--- config.mk ---
export PLATFORM = sky130hd
export DESIGN_NAME = gfrm_fold
export DESIGN_NICKNAME = d
export VERILOG_FILES = /design/src/rtl/gfrm_pkg.sv /design/src/rtl/gfrm_fold.sv
export SDC_FILE = /design/constraint.sdc
export NUM_CORES = 1
export LEC_CHECK = 0
export BUFFER_PORTS_ARGS = -buffer_cell sky130_fd_sc_hd__buf_2
export CORE_AREA = 2 2 153 155
export CTS_BUF_LIST = sky130_fd_sc_hd__clkbuf_16
export DETAILED_ROUTE_END_ITERATION = 16
export DIE_AREA = 0 0 155 157
export PLACE_DENSITY = 0.47
export SLEW_MARGIN = 20
export SYNTH_ARGS = -nofsm -noshare
export SYNTH_HDL_FRONTEND = slang
export SYNTH_SLANG_ARGS = --single-unit
--- constraint.sdc ---
create_clock -name clk_i -period 0.8 [get_ports clk_i]
set_input_delay 0.12 -clock clk_i [delete_from_list [all_inputs] [get_ports clk_i]]
set_output_delay 0.12 -clock clk_i [all_outputs]
set_load 0.02 [all_outputs]
--- src/rtl/gfrm_pkg.sv ---
package gfrm_pkg;

  // Field element and pipeline geometry
  localparam int unsigned ELEM_W         = 64;
  localparam int unsigned CELL_BITS      = 8;
  localparam int unsigned NUM_CELLS      = ELEM_W / CELL_BITS;
  // Edges from the accept edge to the edge that takes the result
  localparam int unsigned PIPE_LAT       = NUM_CELLS + 1;

  // Configuration map
  localparam int unsigned COEFF_REGS     = 4;
  localparam int unsigned DEF_MAX_COEFFS = 4;
  localparam int unsigned CFG_W          = 64;
  localparam int unsigned ADDR_W         = 6;
  localparam int unsigned REG_IDX_W      = 3;
  localparam int unsigned COUNT_W        = 3;

  // Reduction: x^64 = x^4 + x^3 + x + 1
  localparam logic [7:0]  FOLD_POLY      = 8'h1B;
  localparam int unsigned FOLD_W         = 4;

  typedef enum logic [REG_IDX_W-1:0] {
    REG_ACC_MODE    = 3'd0,
    REG_COEFF_COUNT = 3'd1,
    REG_COEFF_A     = 3'd2,
    REG_COEFF_B     = 3'd3,
    REG_COEFF_C     = 3'd4,
    REG_COEFF_D     = 3'd5
  } reg_idx_e;

  // Payload carried along the cell chain
  typedef struct packed {
    logic [ELEM_W-1:0]   element;
    logic [ELEM_W-1:0]   coeff;
    logic [2*ELEM_W-1:0] acc;
    logic [ELEM_W-1:0]   previous;
    logic                acc_mode;
    logic                last;
  } stage_t;

  // Carry-less product of the element with one coefficient slice
  function automatic logic [ELEM_W+CELL_BITS-1:0] clmul_slice(
    input logic [ELEM_W-1:0]    a,
    input logic [CELL_BITS-1:0] b
  );
    logic [ELEM_W+CELL_BITS-1:0] r;
    r = '0;
    for (int unsigned j = 0; j < CELL_BITS; j++) begin
      if (b[j]) begin
        r = r ^ ({{CELL_BITS{1'b0}}, a} << j);
      end
    end
    return r;
  endfunction

endpackage

--- src/rtl/gfrm_fold.sv ---
module gfrm_fold
  import gfrm_pkg::*;
(
  input  logic              clk_i,
  input  logic              rst_ni,
  input  logic              valid_i,
  input  stage_t            stage_i,
  output logic              done_o,
  output logic [ELEM_W-1:0] product_o,
  output logic              last_o
);

  logic [ELEM_W-1:0]        hi;
  logic [ELEM_W+FOLD_W-1:0] first;
  logic [FOLD_W-1:0]        over;
  logic [2*FOLD_W-1:0]      second;
  logic [ELEM_W-1:0]        product_d, product_q;
  logic                     last_q, done_q;

  always_comb begin
    hi     = stage_i.acc[2*ELEM_W-1:ELEM_W];
    first  = '0;
    second = '0;
    // fold high half by the polynomial tail
    for (int unsigned j = 0; j <= FOLD_W; j++) begin
      if (FOLD_POLY[j]) begin
        first = first ^ ({{FOLD_W{1'b0}}, hi} << j);
      end
    end
    over = first[ELEM_W+FOLD_W-1:ELEM_W];
    // fold the few overflow bits once more
    for (int unsigned j = 0; j <= FOLD_W; j++) begin
      if (FOLD_POLY[j]) begin
        second = second ^ ({{FOLD_W{1'b0}}, over} << j);
      end
    end
    product_d = stage_i.acc[ELEM_W-1:0] ^ first[ELEM_W-1:0]
              ^ {{(ELEM_W-2*FOLD_W){1'b0}}, second};
    if (stage_i.acc_mode) begin
      product_d = product_d ^ stage_i.previous;
    end
  end

  always_ff @(posedge clk_i or negedge rst_ni) begin
    if (!rst_ni) begin
      done_q <= 1'b0;
    end else begin
      done_q <= valid_i;
    end
  end

  always_ff @(posedge clk_i) begin
    if (valid_i) begin
      product_q <= product_d;
      last_q    <= stage_i.last;
    end
  end

  assign done_o    = done_q;
  assign product_o = product_q;
  assign last_o    = last_q;

endmodule

==> run summary, run 1 <==
width of the chip = 155 µm
number of global-route vias before repair = 3779
minimum period implied by the final worst setup slack = 1.02 ns
slew at the pin with the worst max-slew slack = 0.351 ns
crit-path leading delay family = flip-flops
Worst-path clk slew = 0.06 ns
Clock Root Buffer = sky130_fd_sc_hd__clkbuf_16
final count of pins violating max slew = 0
hold violation count in the final report = 0
type of the tightest min-delay check = in2async
power density cells = 1980 nW/µm²
post-DP HPWL = 12100 µm
Initial DRT Pass Iterations = 4
count of placed standard cells in the final layout, fillers left out = 1001
Design Area, Final = 7550 µm²
Placeable Area = 22500 µm²
number of antenna violations at the first check in global routing = 1
area added between synthesis and finish = 64.4%
Yosys top cell area share = 0.452
pin count of the biggest net entering global routing = 30
type of the worst setup path = reg2out
Avg Cell Area, Syn = 11.5 µm²
largest voltage drop on the vdd net = 0.000712 V
input/output buffers = 262
number of synthesized flops with an enable pin = 65
Async S/R FF share, synth = 0.0152
Die ar. = 24300 µm²
clock tree from TritonCTS = done
post-place instance area = 6680 µm²
CP Cell Sequence = buf_6
row cnt = 55
type of origin of the critical path = flop
endpoint type of the worst setup path = output port
overall power of the completed layout = 14900 µW
routed via count = 3720
I/O pin cnt = 391
Routed WL = 14500 µm
post-synth net total = 724
share of synthesized area occupied by flip-flops and latches = 0.430
worst path setup slack after routing = -0.221 ns
maximum operating frequency = 980 MHz
total of endpoints with negative setup slack in the final report = 68
static leakage power = 0.00310 µW
die height = 157 µm
clock power share = 0.245
count of distinct cell types in the synthesized netlist = 8
Slowest Stage Delay on Critical Path = 0.41 ns
gr ovfl total = 0
switching power as a share of total power = 0.317
Routed Antenna Nets = 0
power share of the sequential group = 0.344
count of clock tree sinks = 66
share of post-route cells with drive strength above 1 = 0.492
max_slew headroom = 0.765
utilization after layout = 0.336
Num CTS Buffers = 9
run status = finished with violations
Fill cells = 2326
GRT Resource Usage Total = 0.116
required time of the critical path = 0.68 ns
first-iteration detailed-routing DRC count = 120
share of the clock period used by the worst path after layout = 1.28
sequential cell area = 1980 µm²
Psw = 4730 µW
RSZ-0062 raised after global routing = yes
# nets final = 1035
Initial Util = 0.204
combined area of all synthesized cells = 4590 µm²
Commonest cells post-synth = 237 x sky130_fd_sc_hd__xnor2_1, 65 x sky130_fd_sc_hd__edfxtp_1, 64 x sky130_fd_sc_hd__nand2_1
crit path DAT = 0.90 ns
Placed Instances = 977
Critical path buffers and inverters = 1
portion of total power attributed to combinational logic = 0.412
Max Buffers Root-to-Sink = 2
design internal power = 10200 µW
top cells by area in the synthesized netlist = sky130_fd_sc_hd__xnor2_1 45%, sky130_fd_sc_hd__edfxtp_1 42%, sky130_fd_sc_hd__nand2_1 5.2%
most common cell in the synthesized netlist = sky130_fd_sc_hd__xnor2_1
violated checks = setup timing
highest net fanout along the worst path = 1
remaining design rule violation count = 0
number of instances in the synthesized netlist = 399
routability congestion estimate from global placement = 0.768
number of vias per cell after detailed routing = 3.72
Post-synth top flop = sky130_fd_sc_hd__edfxtp_1
number of levels the H-tree was split into = 3
area leader, netlist = sky130_fd_sc_hd__xnor2_1
count of max-cap constraint violations = 0
Crit-path slowest cell = sky130_fd_sc_hd__edfxtp_1
synthesis warning total = 0
first-pass GRT wire length = 21000 µm
worst hold slack across all endpoints = 0.0813 ns
Multi-input gate area = 2840 µm²
Seq cells post-synth = 66
routed length per instance = 14.5 µm
==> how the worst max path moves through the flow <==
stage                     to          start  slack (ns)  depth (start not counted)
3_3_place_gp    product_o[4]     stage_i[1]       -0.45                          5
4_1_cts         product_o[0]   product_o[0]       -0.24                          1
3_5_place_dp    product_o[5]   stage_i[193]       -0.48                          4
6_report        product_o[0]   product_o[0]       -0.22                          1
5_1_grt        product_o[12]  product_o[12]       -0.26                          1
2_1_floorplan   product_o[3]     stage_i[1]       -0.20                          4
==> power by group through the flow <==
stage,clock network [µW],registers [µW],logic [µW]
floorplan,0,6040,2460
CTS,3850,5070,5850
global placement,0,5050,5420
global route,4010,5190,6600
finish,3650,5130,6150
detailed placement,0,5060,5450
==> flip-flops by register name, indices dropped and copies added (netlist names) <==
signal     cells
last_o         1
done_o         1
product_o     64
==> final cells by class <==
class                           count  area share
Antenna cell                        1    0.000331
Clock buffer                        9      0.0298
Clock inverter                      7     0.00513
Multi-Input combinational cell    326       0.376
Sequential cell                    66       0.262
Tap cell                          285      0.0472
Timing Repair Buffer              307       0.280
==> repair_timing <==
item / 4_1_cts / 5_1_grt
setup buffers: 3 / 0
gates cloned: 1 / 1
resized for setup: 60 / 76
hold buffers: 2 / 0
pin swaps: 5 / 12
endpoints found under the setup margin: 103 / 95
hold endpoints to repair: 2 / 0
==> through the flow <==
step / setup WS [ns] / setup TNS (ns)
5_1_grt: -0.258 / -14.55
3_5_place_dp: -0.480 / -23.17
3_3_place_gp: -0.447 / -22.54
6_report: -0.221 / -11.99
4_1_cts: -0.245 / -13.82
2_1_floorplan: -0.205 / -11.46
==> placed cells by master (no fill, tap or decap), types with 2 or more instances in the layout <==
cell / Yosys / final
sky130_fd_sc_hd__xor2_1: 20 / 14
sky130_fd_sc_hd__clkbuf_16: 0 / 10
sky130_fd_sc_hd__nand2_1: 64 / 57
sky130_fd_sc_hd__buf_2: 0 / 207
sky130_fd_sc_hd__xor2_4: 0 / 2
sky130_fd_sc_hd__buf_12: 0 / 6
sky130_fd_sc_hd__xnor2_2: 0 / 16
sky130_fd_sc_hd__nand2_2: 0 / 6
sky130_fd_sc_hd__edfxtp_1: 65 / 65
sky130_fd_sc_hd__xnor2_4: 0 / 2
sky130_fd_sc_hd__xnor3_1: 3 / 3
sky130_fd_sc_hd__xor2_2: 2 / 6
sky130_fd_sc_hd__inv_1: 0 / 2
sky130_fd_sc_hd__buf_6: 0 / 55
sky130_fd_sc_hd__clkinv_2: 0 / 3
sky130_fd_sc_hd__xnor2_1: 237 / 219
sky130_fd_sc_hd__dlygate4sd3_1: 0 / 2
sky130_fd_sc_hd__buf_4: 0 / 35
==> cells by family after synthesis <==
kind of cell | synth area share
AND/OR/NAND/NOR | 0.0523
buffers and inverters | 0.00572
XOR/XNOR | 0.512
flip-flops | 0.430
==> per-layer routing <==
metal,wire (µm),global-route usage,share of wire,vias up
met5,0,0,0,-
met2,7080,0.186,0.49,138
met1,6190,0.148,0.43,1678
met4,263,0.0507,0.018,0
li1,-,-,-,1891
met3,945,0.0278,0.065,13
No activity file was read; power rests on OpenSTA's default activity.
==> inputs of run 2 (changes only) <==
Settings changed: CORE_AREA 2 2 153 155 to 2 2 151 153, CTS_BUF_LIST sky130_fd_sc_hd__clkbuf_16 to sky130_fd_sc_hd__clkbuf_8, DIE_AREA 0 0 155 157 to 0 0 153 155, PLACE_DENSITY 0.47 to 0.48.
==> run 2 against run 1 <==
- the run still ends with setup timing left
- cell area shrank 0.84%
- largest power group unchanged
- worst hold slack lost 0.012 ns
- sequential power is essentially flat
- worst setup slack lost 0.014 ns
- sequential share of layout area grew 0.22 points
- die area shrank 2.5%
- via count shrank 1.2%
- critical endpoint is now product_o[47]
- non-clock buffer count shrank 1
- global-route usage shrank 0.16 points
- critical path type unchanged
- critical path depth is the same
==> run summary, run 2 (synthesis results as in run 1) <==
largest voltage drop on the vdd net = 0.000495 V (-30%)
count of max-cap constraint violations = 0 (unchanged)
number of levels the H-tree was split into = 3 (unchanged)
routed length per instance = 14.2 µm (-1.7%)
most frequent cells in the layout = 219 x sky130_fd_sc_hd__xnor2_1, 206 x sky130_fd_sc_hd__buf_2, 65 x sky130_fd_sc_hd__edfxtp_1
number of antenna violations at the first check in global routing = 1 (unchanged)
crit path DAT = 0.91 ns (about the same)
Placeable Area = 22200 µm² (-1.2%)
first-pass GRT wire length = 20800 µm (-1.3%)
Worst-path clk slew = 0.09 ns (+0.03 ns)
Critical Path End = product_o[47]
type of the tightest min-delay check = in2async
total of endpoints with negative setup slack in the final report = 72 (+5.9%)
first-iteration detailed-routing DRC count = 157 (+31%)
routed via count = 3675 (-1.2%)
# nets final = 1034 (-0.097%)
slew at the pin with the worst max-slew slack = 0.328 ns (-0.0230 ns)
share of post-route cells with drive strength above 1 = 0.490 (-0.00211)
highest net fanout along the worst path = 1 (unchanged)
worst path setup slack after routing = -0.234 ns (-0.0138 ns)
clock power share = 0.179 (-0.066)
type of origin of the critical path = flop
static leakage power = 0.00308 µW (-0.95%)
run status = finished with violations
routability congestion estimate from global placement = 0.777 (+1.2%)
input/output buffers = 262 (unchanged)
hold violation count in the final report = 0 (unchanged)
Psw = 4510 µW (-4.7%)
violated checks = setup timing
number of vias per cell after detailed routing = 3.68 (-1.0%)
share of the clock period used by the worst path after layout = 1.29 (+0.0172)
utilization after layout = 0.337 (+0.00129)
Routed Antenna Nets = 0 (unchanged)
most frequent standard cell in the layout excluding fill and tap cells = sky130_fd_sc_hd__xnor2_1
max reg flops = 64 (unchanged)
critical path launch point = product_o[47]
maximum operating frequency = 967 MHz (-1.3%)
Num CTS Buffers = 9 (unchanged)
Routed WL = 14200 µm (-1.9%)
pin count of the biggest net entering global routing = 32 (+6.7%)
final count of pins violating max slew = 0 (unchanged)
area added between synthesis and finish = 63.0%
Die ar. = 23700 µm² (-2.5%)
Max Buffers Root-to-Sink = 2 (unchanged)
max_slew headroom = 0.780 (+0.0154)
row cnt = 55 (unchanged)
GRT Resource Usage Total = 0.114 (-0.00156)
Initial Util = 0.207 (+0.00253)
power density cells = 1830 nW/µm² (-7.3%)
Clock Root Buffer = sky130_fd_sc_hd__clkbuf_8
design internal power = 9210 µW (-9.6%)
die height = 155 µm (-1.3%)
endpoint type of the worst setup path = output port
Critical path buffers and inverters = 1 (unchanged)
Crit-path slowest cell = sky130_fd_sc_hd__edfxtp_1
Diodes inserted = 0 (-1)
Initial DRT Pass Iterations = 4 (unchanged)
post-DP HPWL = 11600 µm (-4.7%)
switching power as a share of total power = 0.329 (+0.0116)
I/O pin cnt = 391 (unchanged)
power share of the sequential group = 0.373 (+0.029)
Slowest Stage Delay on Critical Path = 0.41 ns (about the same)
minimum period implied by the final worst setup slack = 1.03 ns (+0.0138 ns)
RSZ-0062 raised after global routing = yes
critical path depth in cells = 1 (unchanged)
remaining design rule violation count = 0 (unchanged)
CP Cell Sequence = buf_6
Placed Instances = 973 (-0.41%)
count of clock tree sinks = 66 (unchanged)
number of global-route vias before repair = 3783 (+0.11%)
width of the chip = 153 µm (-1.3%)
required time of the critical path = 0.68 ns (about the same)
crit-path leading delay family = flip-flops
gr ovfl total = 0 (unchanged)
portion of total power attributed to combinational logic = 0.449 (+0.037)
clock tree from TritonCTS = done
type of the worst setup path = reg2out
count of placed standard cells in the final layout, fillers left out = 999 (-0.20%)
==> run 2: cell type report <==
cell class / instances / area, µm²
Sequential cell: 66 / 1980
Fill cell: 2325 / 14700
Tap cell: 285 / 357
Multi-Input combinational cell: 326 / 2830
Timing Repair Buffer: 306 / 2170
Clock inverter: 7 / 33.8
Clock buffer: 9 / 124
==> run 2: routing by layer <==
layer | global-route usage | vias up | routed length (µm)
li1 | - | 1884 | -
met1 | 0.147 | 1634 | 6250
met2 | 0.184 | 139 | 6790
met3 | 0.0340 | 16 | 924
met4 | 0.0388 | 2 | 223
met5 | 0 | - | 16
==> run 2: what timing repair did <==
item                                   in CTS  in global routing
setup endpoints to repair                  69                110
resized for setup                          56                 93
buffers inserted                            2                  3
endpoints found under the hold margin       2                  0
hold buffers                                2                  0
gates cloned                                1                  3
pin swaps                                   6                 14
==> run 2: worst min path at each step <==
stage | from | endpoint | cells past startpoint
after floorplan | rst_ni | done_o | 0
after global placement | rst_ni | done_o | 1
after detailed placement | rst_ni | done_o | 1
after CTS | rst_ni | done_o | 2
after global routing | rst_ni | done_o | 2
final | rst_ni | done_o | 2
==> run 2: metrics by stage <==
stage               hold slack [ns]  worst slack [ns]  total power [µW]  setup TNS [ns]  instance area [µm²]
floorplan                    -0.176            -0.205              8500          -11.46                 4730
global placement             -0.105            -0.418             10400          -22.23                 6650
detailed placement           -0.104            -0.421             10500          -22.86                 6650
CTS                          0.0241            -0.289             13500          -16.32                 7060
global route                 0.0366            -0.298             14600          -17.35                 7490
finish                       0.0693            -0.234             13700          -13.52                 7490
==> run 2: power by group through the flow <==
stage               Sequential [µW]  Clock (µW)  Combinational, µW
CTS                            5070        2650               5800
global route                   5190        2780               6630
detailed placement             5060           0               5410
finish                         5120        2450               6160
global placement               5060           0               5380
floorplan                      6040           0               2460
