[config.mk]
export PLATFORM = sky130hd
export DESIGN_NAME = gfrm_cell
export DESIGN_NICKNAME = d
export VERILOG_FILES = /design/src/rtl/gfrm_pkg.sv /design/src/rtl/gfrm_cell.sv
export SDC_FILE = /design/constraint.sdc
export NUM_CORES = 1
export LEC_CHECK = 0
export BUFFER_PORTS_ARGS = -buffer_cell sky130_fd_sc_hd__buf_2
export CELL_PAD_IN_SITES_DETAIL_PLACEMENT = 1
export CELL_PAD_IN_SITES_GLOBAL_PLACEMENT = 2
export CORE_AREA = 2 2 252 254
export DETAILED_ROUTE_END_ITERATION = 10
export DIE_AREA = 0 0 254 256
export PLACE_DENSITY_LB_ADDON = 0.1
export SLEW_MARGIN = 40
export SYNTH_ARGS = -nofsm -noshare
export SYNTH_HDL_FRONTEND = slang
export SYNTH_SLANG_ARGS = --single-unit
[constraint.sdc]
create_clock -name clk_i -period 0.8 [get_ports clk_i]
set_input_delay 0.04 -clock clk_i [delete_from_list [all_inputs] [get_ports clk_i]]
set_output_delay 0.04 -clock clk_i [all_outputs]
set_load 0.02 [all_outputs]
[src/rtl/gfrm_pkg.sv]
package gfrm_pkg;

  // Field element and pipeline geometry
  localparam int unsigned ELEM_W         = 64;
  localparam int unsigned CELL_BITS      = 8;
  localparam int unsigned NUM_CELLS      = ELEM_W / CELL_BITS;
  // Edges from the accept edge to the edge that takes the result
  localparam int unsigned PIPE_LAT       = NUM_CELLS + 1;

  // Configuration map
  localparam int unsigned COEFF_REGS     = 4;
  localparam int unsigned DEF_MAX_COEFFS = 4;
  localparam int unsigned CFG_W          = 64;
  localparam int unsigned ADDR_W         = 6;
  localparam int unsigned REG_IDX_W      = 3;
  localparam int unsigned COUNT_W        = 3;

  // Reduction: x^64 = x^4 + x^3 + x + 1
  localparam logic [7:0]  FOLD_POLY      = 8'h1B;
  localparam int unsigned FOLD_W         = 4;

  typedef enum logic [REG_IDX_W-1:0] {
    REG_ACC_MODE    = 3'd0,
    REG_COEFF_COUNT = 3'd1,
    REG_COEFF_A     = 3'd2,
    REG_COEFF_B     = 3'd3,
    REG_COEFF_C     = 3'd4,
    REG_COEFF_D     = 3'd5
  } reg_idx_e;

  // Payload carried along the cell chain
  typedef struct packed {
    logic [ELEM_W-1:0]   element;
    logic [ELEM_W-1:0]   coeff;
    logic [2*ELEM_W-1:0] acc;
    logic [ELEM_W-1:0]   previous;
    logic                acc_mode;
    logic                last;
  } stage_t;

  // Carry-less product of the element with one coefficient slice
  function automatic logic [ELEM_W+CELL_BITS-1:0] clmul_slice(
    input logic [ELEM_W-1:0]    a,
    input logic [CELL_BITS-1:0] b
  );
    logic [ELEM_W+CELL_BITS-1:0] r;
    r = '0;
    for (int unsigned j = 0; j < CELL_BITS; j++) begin
      if (b[j]) begin
        r = r ^ ({{CELL_BITS{1'b0}}, a} << j);
      end
    end
    return r;
  endfunction

endpackage

[src/rtl/gfrm_cell.sv]
module gfrm_cell
  import gfrm_pkg::*;
#(
  parameter int unsigned Idx = 0
) (
  input  logic   clk_i,
  input  logic   rst_ni,
  input  logic   valid_i,
  input  stage_t stage_i,
  output logic   valid_o,
  output stage_t stage_o
);

  logic [2*ELEM_W-1:0] part;
  stage_t              stage_d, stage_q;
  logic                valid_q;

  // This cell's share: one coefficient byte, shifted into place
  assign part = {{(ELEM_W-CELL_BITS){1'b0}},
                 clmul_slice(stage_i.element, stage_i.coeff[Idx*CELL_BITS +: CELL_BITS])}
                << (Idx*CELL_BITS);

  always_comb begin
    stage_d     = stage_i;
    stage_d.acc = stage_i.acc ^ part;
  end

  always_ff @(posedge clk_i or negedge rst_ni) begin
    if (!rst_ni) begin
      valid_q <= 1'b0;
    end else begin
      valid_q <= valid_i;
    end
  end

  always_ff @(posedge clk_i) begin
    if (valid_i) begin
      stage_q <= stage_d;
    end
  end

  assign valid_o = valid_q;
  assign stage_o = stage_q;

endmodule

==> parameters.txt, run 1 <==
Parameter                              Value

Pwr
  Cell Int Power ... 44.1 mW
  Total chip power ... 63.1 mW
  Worst vdd ir ... 1.32 mV
  Sequential power share ... 35.5%
  Power share of the clock group ... 31.4%
  Combinational cell fraction of total power ... 33.1%
  Share of total power consumed by net switching ... 30.1%
  Power density over cell area ... 1900 mW/mm²
  NetSw ... 19.0 mW
  Total leakage power ... 14.7 nW

Drt
  Drt initial violations ... 755
  Average wire per cell in the routed design ... 24.6 µm
  Number of detailed-routing iterations run before antenna repair ... 5
  Remaining number of nets flagged by the antenna check after routing ... 0
  Average via count per standard cell ... 4.38
  Via total after detailed routing ... 15200
  Remaining routing DRC violations ... 0
  Final Routed Wirelength ... 85.1 mm

Hold path
  Endpoint with the worst hold slack ... stage_o[109]$_DFFE_PP_
  Worst hold path cell count ... 3
  Worst Hold Class ... primary input to flip-flop
  Hold Path Origin ... stage_i[109]

Timing
  Peak clock frequency supported by timing ... 773 MHz
  Crit share post-route ... 162%
  Worst slew margin relative to its limit ... 59.9%
  Fin Setup TNS ... -117.95 ns
  RSZ-0062 raised after global routing ... yes
  Final setup violation count ... 418
  Post-layout min period ... 1.29 ns
  Tightest Pin Transition ... 0.600 ns
  Post-Route Hold Slack ... -0.0210 ns
  Final worst slack ... -0.493 ns
  Slew Limit Fails ... 0
  Fin. Hold Viols ... 14

Global route
  Initial antenna violation count ... 14
  First-pass GRT wire length ... 117 mm
  Total congestion overflow after global routing ... 0
  Overall global routing resource usage ... 24.8%
  Pin count of the biggest net entering global routing ... 35
  Number of global-route vias before repair ... 16200

Setup path
  Crit Path Max Fanout ... 1
  Largest delay contributor family on the critical path ... flip-flops
  Timing startpoint of the critical path ... stage_o[18]$_DFFE_PP_
  Buffers & Inverters on Critical Path ... 1
  Critical Path Source Type ... flip-flop
  Slowest stage cell on the critical path ... edfxtp_1
  Number of cells on the critical path ... 1
  Arrival time of data at the critical path endpoint ... 1.25 ns
  CP max stage delay ... 0.49 ns
  Endpoint class of the critical path ... output pin
  Critical setup path kind ... flip-flop to output pin
  Cell chain of the critical path ... buf_6
  Required time of the critical path ... 0.76 ns

Synthesis
  Post-Synth Simple-Gate Area ... 11.3%
  Compound-cell area share of the yosys netlist ... 0%
  Adder-cell share of the synthesized area ... 0%
  Number of instances in the synthesized netlist ... 1410
  Share of the synthesized netlist area taken by xor and xnor gates ... 28.0%
  Post-synthesis area per instance ... 12.1 µm²
  Number of synthesized register bits ... 323
  Warnings from Yosys ... 0
  Combinational family with the most area after synthesis ... XOR/XNOR gates
  Number of nets in the synthesized netlist ... 1735
  Post-synthesis cell type count ... 12
  Seq/Total Area, Yosys ... 57.0%
  Post-synthesis cell area ... 0.0170 mm²
  Mux share of post-synthesis cell area ... 0%

Floorplan
  FP Rows ... 92
  Width of the chip ... 254 µm
  Area inside the core boundary ... 0.0624 mm²
  Die outline area ... 0.0650 mm²
  Die height ... 256 µm
  Count of pins on the block boundary ... 648
  Initial standard-cell utilization of the core ... 27.3%

Placement
  Placed wire-length estimate after detailed placement ... 54.9 mm
  Count of input and output buffers ... 647
  Routability-driven placement congestion ratio ... 0.954
  Worst slack at placement ... -0.904 ns

Clock network
  # clock sinks ... 323
  # hold bufs at CTS ... 266
  Maximum count of clock buffers along a single path ... 3
  Cts bufs inserted ... 41
  Number of H-tree levels ... 2
  CTS clock-pin slew for the worst setup and hold paths ... 0.06 ns
  CTS tree ... done
  Clock Root Buffer ... clkbuf_16

Finish
  Net count reported at finish ... 2899
  Number of inserted filler cells in the final layout ... 6442
  Layout cells sized above 1 ... 53.4%
  Synthesis-to-layout area growth ... 95.2%

Job
  Maximum Capacitance Violations ... 0

Outcome
  Result of the run ... complete, but fails checks
  Violations in the final reports ... hold timing, setup timing
-- power by group through the flow --
stage,combinational [mW],sequential [mW],clock [mW]
3_3_place_gp,14.7,22.2,0
2_1_floorplan,6.21,24.8,0
4_1_cts,19.3,22.3,20.2
6_report,20.9,22.4,19.8
3_5_place_dp,14.8,22.2,0
5_1_grt,21.9,22.6,20.8
-- kinds of logic after synthesis --
logic type,count (synthesis)
simple gates,512
xor+xnor,455
buf+inv,120
flops,323
-- final cells by class --
cell class	instances	area, µm²	area share [%]
clock inverters	26	295	0.889
clock buffers	50	1110	3.35
diodes	7	17.5	0.0528
repair buffers	1241	11900	35.7
multi-input cells	967	9160	27.6
flip-flops and latches	323	9690	29.2
well taps	846	1060	3.19
-- cells in the final DEF (no fill, tap or decap) --
| cell type | Yosys | routed |
|---|---|---|
| xor2_2 | 0 | 33 |
| xnor3_1 | 57 | 57 |
| nand2_2 | 2 | 87 |
| bufinv_16 | 0 | 5 |
| nand2_1 | 510 | 346 |
| buf_8 | 0 | 16 |
| edfxtp_1 | 322 | 322 |
| clkinv_8 | 0 | 1 |
| xor2_1 | 83 | 46 |
| buf_4 | 0 | 211 |
| clkbuf_16 | 0 | 46 |
| clkinv_1 | 0 | 7 |
| buf_12 | 1 | 66 |
| buf_16 | 0 | 19 |
| dfrtp_1 | 1 | 1 |
| inv_6 | 0 | 4 |
| xor2_4 | 0 | 4 |
| inv_16 | 0 | 1 |
| clkbuf_1 | 54 | 5 |
| nand2_8 | 0 | 6 |
| clkbuf_8 | 0 | 3 |
| buf_6 | 11 | 326 |
| diode_2 | 0 | 7 |
| buf_2 | 53 | 317 |
| clkinv_2 | 0 | 5 |
| clkbuf_4 | 0 | 14 |
| clkinvlp_4 | 0 | 3 |
| nand2_4 | 0 | 73 |
| xnor2_1 | 315 | 165 |
| xnor2_4 | 0 | 14 |
| dlymetal6s4s_1 | 0 | 2 |
| xnor2_2 | 0 | 136 |
| dlymetal6s2s_1 | 0 | 1 |
| dlygate4sd3_1 | 0 | 263 |
| bufbuf_16 | 0 | 2 |
-- sequential cells by signal, summed over array words and instances (netlist names) --
| signal | count |
|---|---|
| stage_o | 322 |
| valid_o | 1 |
-- per-layer routing --
metal / wire length, µm / up-vias / share of wire [%] / global-route usage [%]
met3: 4790 / 115 / 5.6 / 4.60
li1: - / 6881 / - / -
met1: 33500 / 7703 / 39 / 30.1
met4: 2090 / 10 / 2.5 / 5.28
met5: 67 / - / 0.079 / 0
met2: 44600 / 458 / 52 / 45.4
-- through the flow --
step,utilization [%],cells,instance area [µm²]
after floorplan,-,1410,17600
after detailed placement,36.6,2989,22900
final,53.2,3460,33200
after CTS,49.2,3420,30700
after global placement,36.6,2989,22900
after global routing,53.2,3457,33200
-- worst max path at each step --
stage and to:
2_1_floorplan stage_o[101]$_DFFE_PP_, 6_report stage_o[18], 3_3_place_gp stage_o[109]$_DFFE_PP_, 3_5_place_dp stage_o[109]$_DFFE_PP_, 4_1_cts stage_o[18], 5_1_grt stage_o[18]
-- Yosys cell counts --
library cell / n / area (µm²)
nand2_1: 510 / 1910
edfxtp_1: 322 / 9670
xnor2_1: 315 / 2760
xor2_1: 83 / 727
xnor3_1: 57 / 1280
clkbuf_1: 54 / 203
buf_2: 53 / 265
buf_6: 11 / 124
nand2_2: 2 / 12.5
buf_1: 1 / 3.75
buf_12: 1 / 20.0
dfrtp_1: 1 / 25.0
-- repair_timing --
| item | in CTS | in global routing |
|---|---|---|
| endpoints found under the setup margin | 385 | 710 |
| pin swaps | 152 | 181 |
| setup buffers | 66 | 41 |
| gates resized for setup | 667 | 501 |
| gates cloned | 24 | 4 |
| hold endpoints to repair | 324 | 11 |
Note: power is estimated with default switching activity, not from simulation.
==> run 2: changes to the inputs <==
--- a/config.mk
+++ b/config.mk
@@ -12,6 +12,7 @@
 export DETAILED_ROUTE_END_ITERATION = 10
 export DIE_AREA = 0 0 254 256
 export PLACE_DENSITY_LB_ADDON = 0.1
+export SETUP_SLACK_MARGIN = 0.1
 export SLEW_MARGIN = 40
 export SYNTH_ARGS = -nofsm -noshare
 export SYNTH_HDL_FRONTEND = slang
==> run 2 against run 1 <==
The run still ends with hold timing, setup timing left. Die area unchanged. First-iteration DRC count decreased by 12%. Total power is 0.40% higher. Critical path depth unchanged. Utilization up 0.62 points. Global-route usage grew 0.19 points. Critical path type unchanged.
==> parameters.txt, run 2 (synthesized netlist as in run 1, its figures left out) <==
Parameter                              Value

Hold path
  Worst hold path cell count ... 3 (unchanged)
  Endpoint with the worst hold slack ... stage_o[109]$_DFFE_PP_
  Worst Hold Class ... primary input to flip-flop
  Hold Path Origin ... stage_i[109]

Placement
  Placed wire-length estimate after detailed placement ... 54.9 mm (unchanged)
  Routability-driven placement congestion ratio ... 0.954 (unchanged)
  Worst slack at placement ... -0.904 ns (unchanged)
  Count of input and output buffers ... 647 (unchanged)

Global route
  Initial antenna violation count ... 13 (-1)
  Overall global routing resource usage ... 25.0% (+0.19 points)
  Total congestion overflow after global routing ... 0 (unchanged)
  Pin count of the biggest net entering global routing ... 35 (unchanged)
  Number of global-route vias before repair ... 16500 (+1.3%)
  First-pass GRT wire length ... 118 mm (+0.69%)

Timing
  Post-Route Hold Slack ... -0.0971 ns (-0.0761 ns)
  Crit share post-route ... 162% (+0.56 points)
  Fin. Hold Viols ... 17 (+3)
  Post-layout min period ... 1.30 ns (+0.00450 ns)
  Final setup violation count ... 388 (-7.2%)
  Peak clock frequency supported by timing ... 770 MHz (-0.35%)
  Tightest Pin Transition ... 0.399 ns (-0.201 ns)
  Final worst slack ... -0.498 ns (-0.00450 ns)
  Worst slew margin relative to its limit ... 73.4% (+13 points)
  Fin Setup TNS ... -121.06 ns (-3.10 ns)
  RSZ-0062 raised after global routing ... yes
  Slew Limit Fails ... 0 (unchanged)

Pwr
  Power density over cell area ... 1890 mW/mm² (-0.75%)
  Power share of the clock group ... 31.2% (-0.2 points)
  Total chip power ... 63.3 mW (+0.40%)
  NetSw ... 19.0 mW (about the same)
  Cell Int Power ... 44.3 mW (+0.55%)
  Worst vdd ir ... 1.33 mV (+0.49%)
  Sequential power share ... 35.4% (about the same)
  Combinational cell fraction of total power ... 33.4% (+0.3 points)
  Share of total power consumed by net switching ... 30.0% (-0.10 points)
  Total leakage power ... 14.9 nW (+1.1%)

Clock network
  Number of H-tree levels ... 2 (unchanged)
  Clock Root Buffer ... clkbuf_16
  # hold bufs at CTS ... 261 (-1.9%)
  Cts bufs inserted ... 41 (unchanged)
  Maximum count of clock buffers along a single path ... 3 (unchanged)
  # clock sinks ... 323 (unchanged)
  CTS tree ... done
  CTS clock-pin slew for the worst setup and hold paths ... 0.06 ns (about the same)

Setup path
  Critical Path Source Type ... flip-flop
  Cell chain of the critical path ... buf_6
  Endpoint class of the critical path ... output pin
  CP max stage delay ... 0.50 ns (about the same)
  Buffers & Inverters on Critical Path ... 1 (unchanged)
  Critical setup path kind ... flip-flop to output pin
  Slowest stage cell on the critical path ... edfxtp_1
  Required time of the critical path ... 0.76 ns (about the same)
  Arrival time of data at the critical path endpoint ... 1.26 ns (about the same)
  Largest delay contributor family on the critical path ... flip-flops
  Crit Path Max Fanout ... 1 (unchanged)

Drt
  Drt initial violations ... 663 (-12%)
  Average via count per standard cell ... 4.36 (-0.46%)
  Number of detailed-routing iterations run before antenna repair ... 7 (+2)
  Remaining number of nets flagged by the antenna check after routing ... 0 (unchanged)
  Final Routed Wirelength ... 85.6 mm (+0.58%)
  Average wire per cell in the routed design ... 24.6 µm (-0.12%)
  Remaining routing DRC violations ... 0 (unchanged)
  Via total after detailed routing ... 15200 (+0.23%)

Floorplan
  Die outline area ... 0.0650 mm² (unchanged)
  Area inside the core boundary ... 0.0624 mm² (unchanged)
  FP Rows ... 92 (unchanged)
  Initial standard-cell utilization of the core ... 27.3% (unchanged)
  Width of the chip ... 254 µm (unchanged)
  Die height ... 256 µm (unchanged)
  Count of pins on the block boundary ... 648 (unchanged)

Finish
  Synthesis-to-layout area growth ... 97.5%
  Commonest cells after routing, fill and taps aside ... 336 x nand2_1, 334 x buf_6, 326 x buf_2
  Layout cells sized above 1 ... 53.9% (+0.50 points)
  Net count reported at finish ... 2925 (+0.90%)
  Flip-flop count of the largest register, all copies and words added ... 322 (unchanged)
  Most common cell after layout, fill and taps aside ... nand2_1
  Post-route core utilization ... 53.8% (+0.62 points)

Outcome
  Result of the run ... complete, but fails checks
  Violations in the final reports ... hold timing, setup timing

Job
  Maximum Capacitance Violations ... 0 (unchanged)
==> run 2: changes by cell type in the layout (fill, tap and decap cells not counted), moves of 5 or more <==
cell      previous run  this run
clkbuf_4            14         6
nand2_1            346       336
xnor2_1            165       176
buf_4              211       216
buf_16              19        35
buf_2              317       326
xnor2_2            136       127
buf_6              326       334
nand2_4             73        79
==> run 2: cell type report <==
type                       instances  area [µm²]
timing repair buffer            1267       12300
antenna                            5        12.5
sequential                       323        9690
clock inverter                    26         295
clock buffer                      50        1110
tap                              846        1060
fill                            6408       28800
multi-input combinational        967        9070
==> run 2: power by group through the flow <==
stage	Combinational (mW)	Clock (mW)	Sequential, mW
detailed placement	14.8	0	22.2
floorplan	6.21	0	24.8
CTS	19.6	20.2	22.3
global placement	14.7	0	22.2
finish	21.2	19.7	22.4
global route	22.2	20.9	22.6
==> run 2: how the worst max path moves through the flow <==
stage / startpoint / end / slack, ns / cells after the start
after detailed placement: stage_i[200] / stage_o[109]$_DFFE_PP_ / -0.90 / 7
after global placement: stage_i[200] / stage_o[109]$_DFFE_PP_ / -0.89 / 7
after floorplan: stage_i[201] / stage_o[101]$_DFFE_PP_ / -0.44 / 6
after CTS: stage_o[18]$_DFFE_PP_ / stage_o[18] / -0.52 / 1
after global routing: stage_o[18]$_DFFE_PP_ / stage_o[18] / -0.53 / 1
final: stage_o[18]$_DFFE_PP_ / stage_o[18] / -0.50 / 1
==> run 2: metal layers <==
layer | routed length (µm) | global-route usage [%] | share of wire (%)
met1 | 33900 | 30.2 | 40
met5 | 64 | 0 | 0.075
met3 | 4370 | 4.58 | 5.1
met2 | 45400 | 45.9 | 53
met4 | 1790 | 5.26 | 2.1
==> run 2: per-stage QoR <==
step,area (µm²),cells
4_1_cts,31200,3426
3_3_place_gp,22900,2989
6_report,33600,3484
2_1_floorplan,17600,1410
3_5_place_dp,22900,2989
5_1_grt,33600,3482
==> run 2: what timing repair did <==
action	CTS	global route
pin swaps	178	138
endpoints found under the setup margin	389	516
buffers inserted	69	60
endpoints found under the hold margin	323	22
cloned	33	1
resized for setup	740	436
==> run 3: changes to the inputs <==
--- a/config.mk
+++ b/config.mk
@@ -9,6 +9,7 @@
 export CELL_PAD_IN_SITES_DETAIL_PLACEMENT = 1
 export CELL_PAD_IN_SITES_GLOBAL_PLACEMENT = 2
 export CORE_AREA = 2 2 252 254
+export CTS_CLUSTER_SIZE = 28
 export DETAILED_ROUTE_END_ITERATION = 10
 export DIE_AREA = 0 0 254 256
 export PLACE_DENSITY_LB_ADDON = 0.1
==> constraint.sdc (replaced) <==
create_clock -name clk_i -period 1.6 [get_ports clk_i]
set_input_delay 0.08 -clock clk_i [delete_from_list [all_inputs] [get_ports clk_i]]
set_output_delay 0.08 -clock clk_i [all_outputs]
set_load 0.02 [all_outputs]
==> run 3 against run 2 <==
The flow now finishes without violations. First-iteration DRC count shrank 3.0%. Non-clock buffer count shrank 285. Setup slack gained 0.64 ns. Final cell count shrank 8.1%. Largest power group unchanged. Highest routed layer unchanged.
==> parameters.txt, run 3 (synthesized netlist as in run 1, its figures left out) <==
Parameter                              Value

Outcome
  Result of the run ... completed

Drt
  Via total after detailed routing ... 13700 (-9.8%)
  Average wire per cell in the routed design ... 22.5 µm (-8.4%)
  Final Routed Wirelength ... 72.0 mm (-16%)
  Average via count per standard cell ... 4.28 (-1.8%)
  Remaining routing DRC violations ... 0 (unchanged)
  Remaining number of nets flagged by the antenna check after routing ... 0 (unchanged)
  Drt initial violations ... 643 (-3.0%)
  Number of detailed-routing iterations run before antenna repair ... 4 (-3)

Timing
  Crit share post-route ... 91.2%
  RSZ-0062 raised after global routing ... yes
  Fin. Hold Viols ... 0 (-17)
  Tightest Pin Transition ... 0.401 ns (+0.00222 ns)
  Worst slew margin relative to its limit ... 73.3% (-0.15 points)
  Fin Setup TNS ... 0 ns (+121.06 ns)
  Post-Route Hold Slack ... 0.0251 ns (+0.122 ns)
  Peak clock frequency supported by timing ... 685 MHz
  Final setup violation count ... 0 (-100%)
  Slew Limit Fails ... 0 (unchanged)
  Post-layout min period ... 1.46 ns

Pwr
  Worst vdd ir ... 0.910 mV (-32%)
  Total chip power ... 27.9 mW (-56%)
  Power density over cell area ... 1090 mW/mm² (-42%)
  Total leakage power ... 11.0 nW (-26%)

Setup path
  Critical setup path kind ... primary input to flip-flop
  Crit path to ... stage_o[73]$_DFFE_PP_
  Timing startpoint of the critical path ... stage_i[200]
  Required time of the critical path ... 1.91 ns (+1.15 ns)
  Crit Path Max Fanout ... 14 (+13)
  Arrival time of data at the critical path endpoint ... 1.77 ns (+0.51 ns)
  Endpoint class of the critical path ... flip-flop
  Critical Path Source Type ... primary input

Job
  Maximum Capacitance Violations ... 0 (unchanged)

Floorplan
  Die outline area ... 0.0650 mm² (unchanged)
  Count of pins on the block boundary ... 648 (unchanged)
  FP Rows ... 92 (unchanged)
  Die height ... 256 µm (unchanged)
  Initial standard-cell utilization of the core ... 27.3% (unchanged)
  Width of the chip ... 254 µm (unchanged)
  Area inside the core boundary ... 0.0624 mm² (unchanged)

Global route
  Grt met1 use ... 25.4% (-4.8 points)
  Initial antenna violation count ... 15 (+2)
  Number of global-route vias before repair ... 15000 (-8.9%)
  GRT met3 Usage ... 4.98% (+0.41 points)
  Pin count of the biggest net entering global routing ... 61 (+74%)
  Met2 Resource Use GR ... 37.1% (-8.7 points)
  Overall global routing resource usage ... 21.5% (-3.5 points)
  First-pass GRT wire length ... 103 mm (-12%)
  Total congestion overflow after global routing ... 0 (unchanged)
  Global-route layer with the greatest usage ... met2

Placement
  Cell Area, Placed ... 0.0214 mm² (-6.3%)
  Count of input and output buffers ... 647 (unchanged)
  Placed wire-length estimate after detailed placement ... 49.6 mm (-9.7%)
  Routability-driven placement congestion ratio ... 0.888 (-7.0%)

Clock network
  Maximum count of clock buffers along a single path ... 3 (unchanged)
  Clock Root Buffer ... clkbuf_16
  Cts bufs inserted ... 41 (unchanged)
  Number of H-tree levels ... 2 (unchanged)
  # clock sinks ... 323 (unchanged)
  CTS tree ... done
  CTS clock-pin slew for the worst setup and hold paths ... 0.06 ns (about the same)

Hold path
  Worst hold path cell count ... 2 (-1)
  Worst Hold Class ... primary input to flip-flop

Finish
  Layout cells sized above 1 ... 33.0% (-21 points)
  Commonest cells after routing, fill and taps aside ... 641 x buf_2, 510 x nand2_1, 322 x edfxtp_1
  Net count reported at finish ... 2640 (-9.7%)
  Most common cell after layout, fill and taps aside ... buf_2
  Number of inserted filler cells in the final layout ... 6945 (+8.4%)
  Flip-flop count of the largest register, all copies and words added ... 322 (unchanged)
  Final non-filler cell area ... 0.0257 mm² (-24%)
  Synthesis-to-layout area growth ... 50.9%
-- run 3: power breakdown --
part	total, mW	switching, mW	internal (mW)
clock	9.56	3.98	5.58
combinational	7.46	4.12	3.34
sequential	10.9	0.307	10.6
-- run 3: final cells by class --
| class | count | area, µm² | share of cell area (%) |
|---|---|---|---|
| flip-flops and latches | 323 | 9690 | 37.8 |
| clock inverters | 25 | 309 | 1.20 |
| repair buffers | 982 | 6820 | 26.6 |
| clock buffers | 48 | 1050 | 4.10 |
| diodes | 10 | 25.0 | 0.0975 |
| well taps | 846 | 1060 | 4.12 |
| multi-input cells | 967 | 6710 | 26.1 |
-- run 3: how the worst min path moves through the flow --
stage / slack [ns] / from / endpoint
2_1_floorplan: -0.22 / rst_ni / valid_o$_DFF_PN0_
5_1_grt: 0.008 / stage_i[197] / stage_o[197]$_DFFE_PP_
4_1_cts: 0.0003 / stage_i[197] / stage_o[197]$_DFFE_PP_
3_3_place_gp: -0.14 / rst_ni / valid_o$_DFF_PN0_
6_report: 0.03 / stage_i[197] / stage_o[197]$_DFFE_PP_
3_5_place_dp: -0.14 / rst_ni / valid_o$_DFF_PN0_
-- run 3: worst max-delay path, cell delays in order --
cell	delay [ns]
dlygate4sd3_1	0.55
buf_6	0.15
buf_12	0.11
clkbuf_16	0.17
nand2_1	0.07
xor2_1	0.17
xnor2_1	0.21
xnor3_1	0.24
-- run 3: metrics by stage --
step	cells	utilization (%)	setup WS [ns]
2_1_floorplan	1410	-	0.302
3_3_place_gp	2841	34.3	-0.0273
3_5_place_dp	2841	34.3	-0.0809
4_1_cts	3187	40.9	0.123
5_1_grt	3199	41.1	0.0727
6_report	3201	41.1	0.141
-- run 3: routing by layer --
metal  vias to the layer above  share of wire (%)
met5                         -              0.064
met4                         8                4.3
met3                       116                5.9
met2                       409                 50
met1                      6821                 40
li1                       6360                  -
-- run 3: timing repair --
item,in CTS,in global routing
endpoints found under the setup margin,0,39
hold buffers,273,0
buffers inserted,0,1
hold endpoints to repair,280,0
resized for setup,0,11
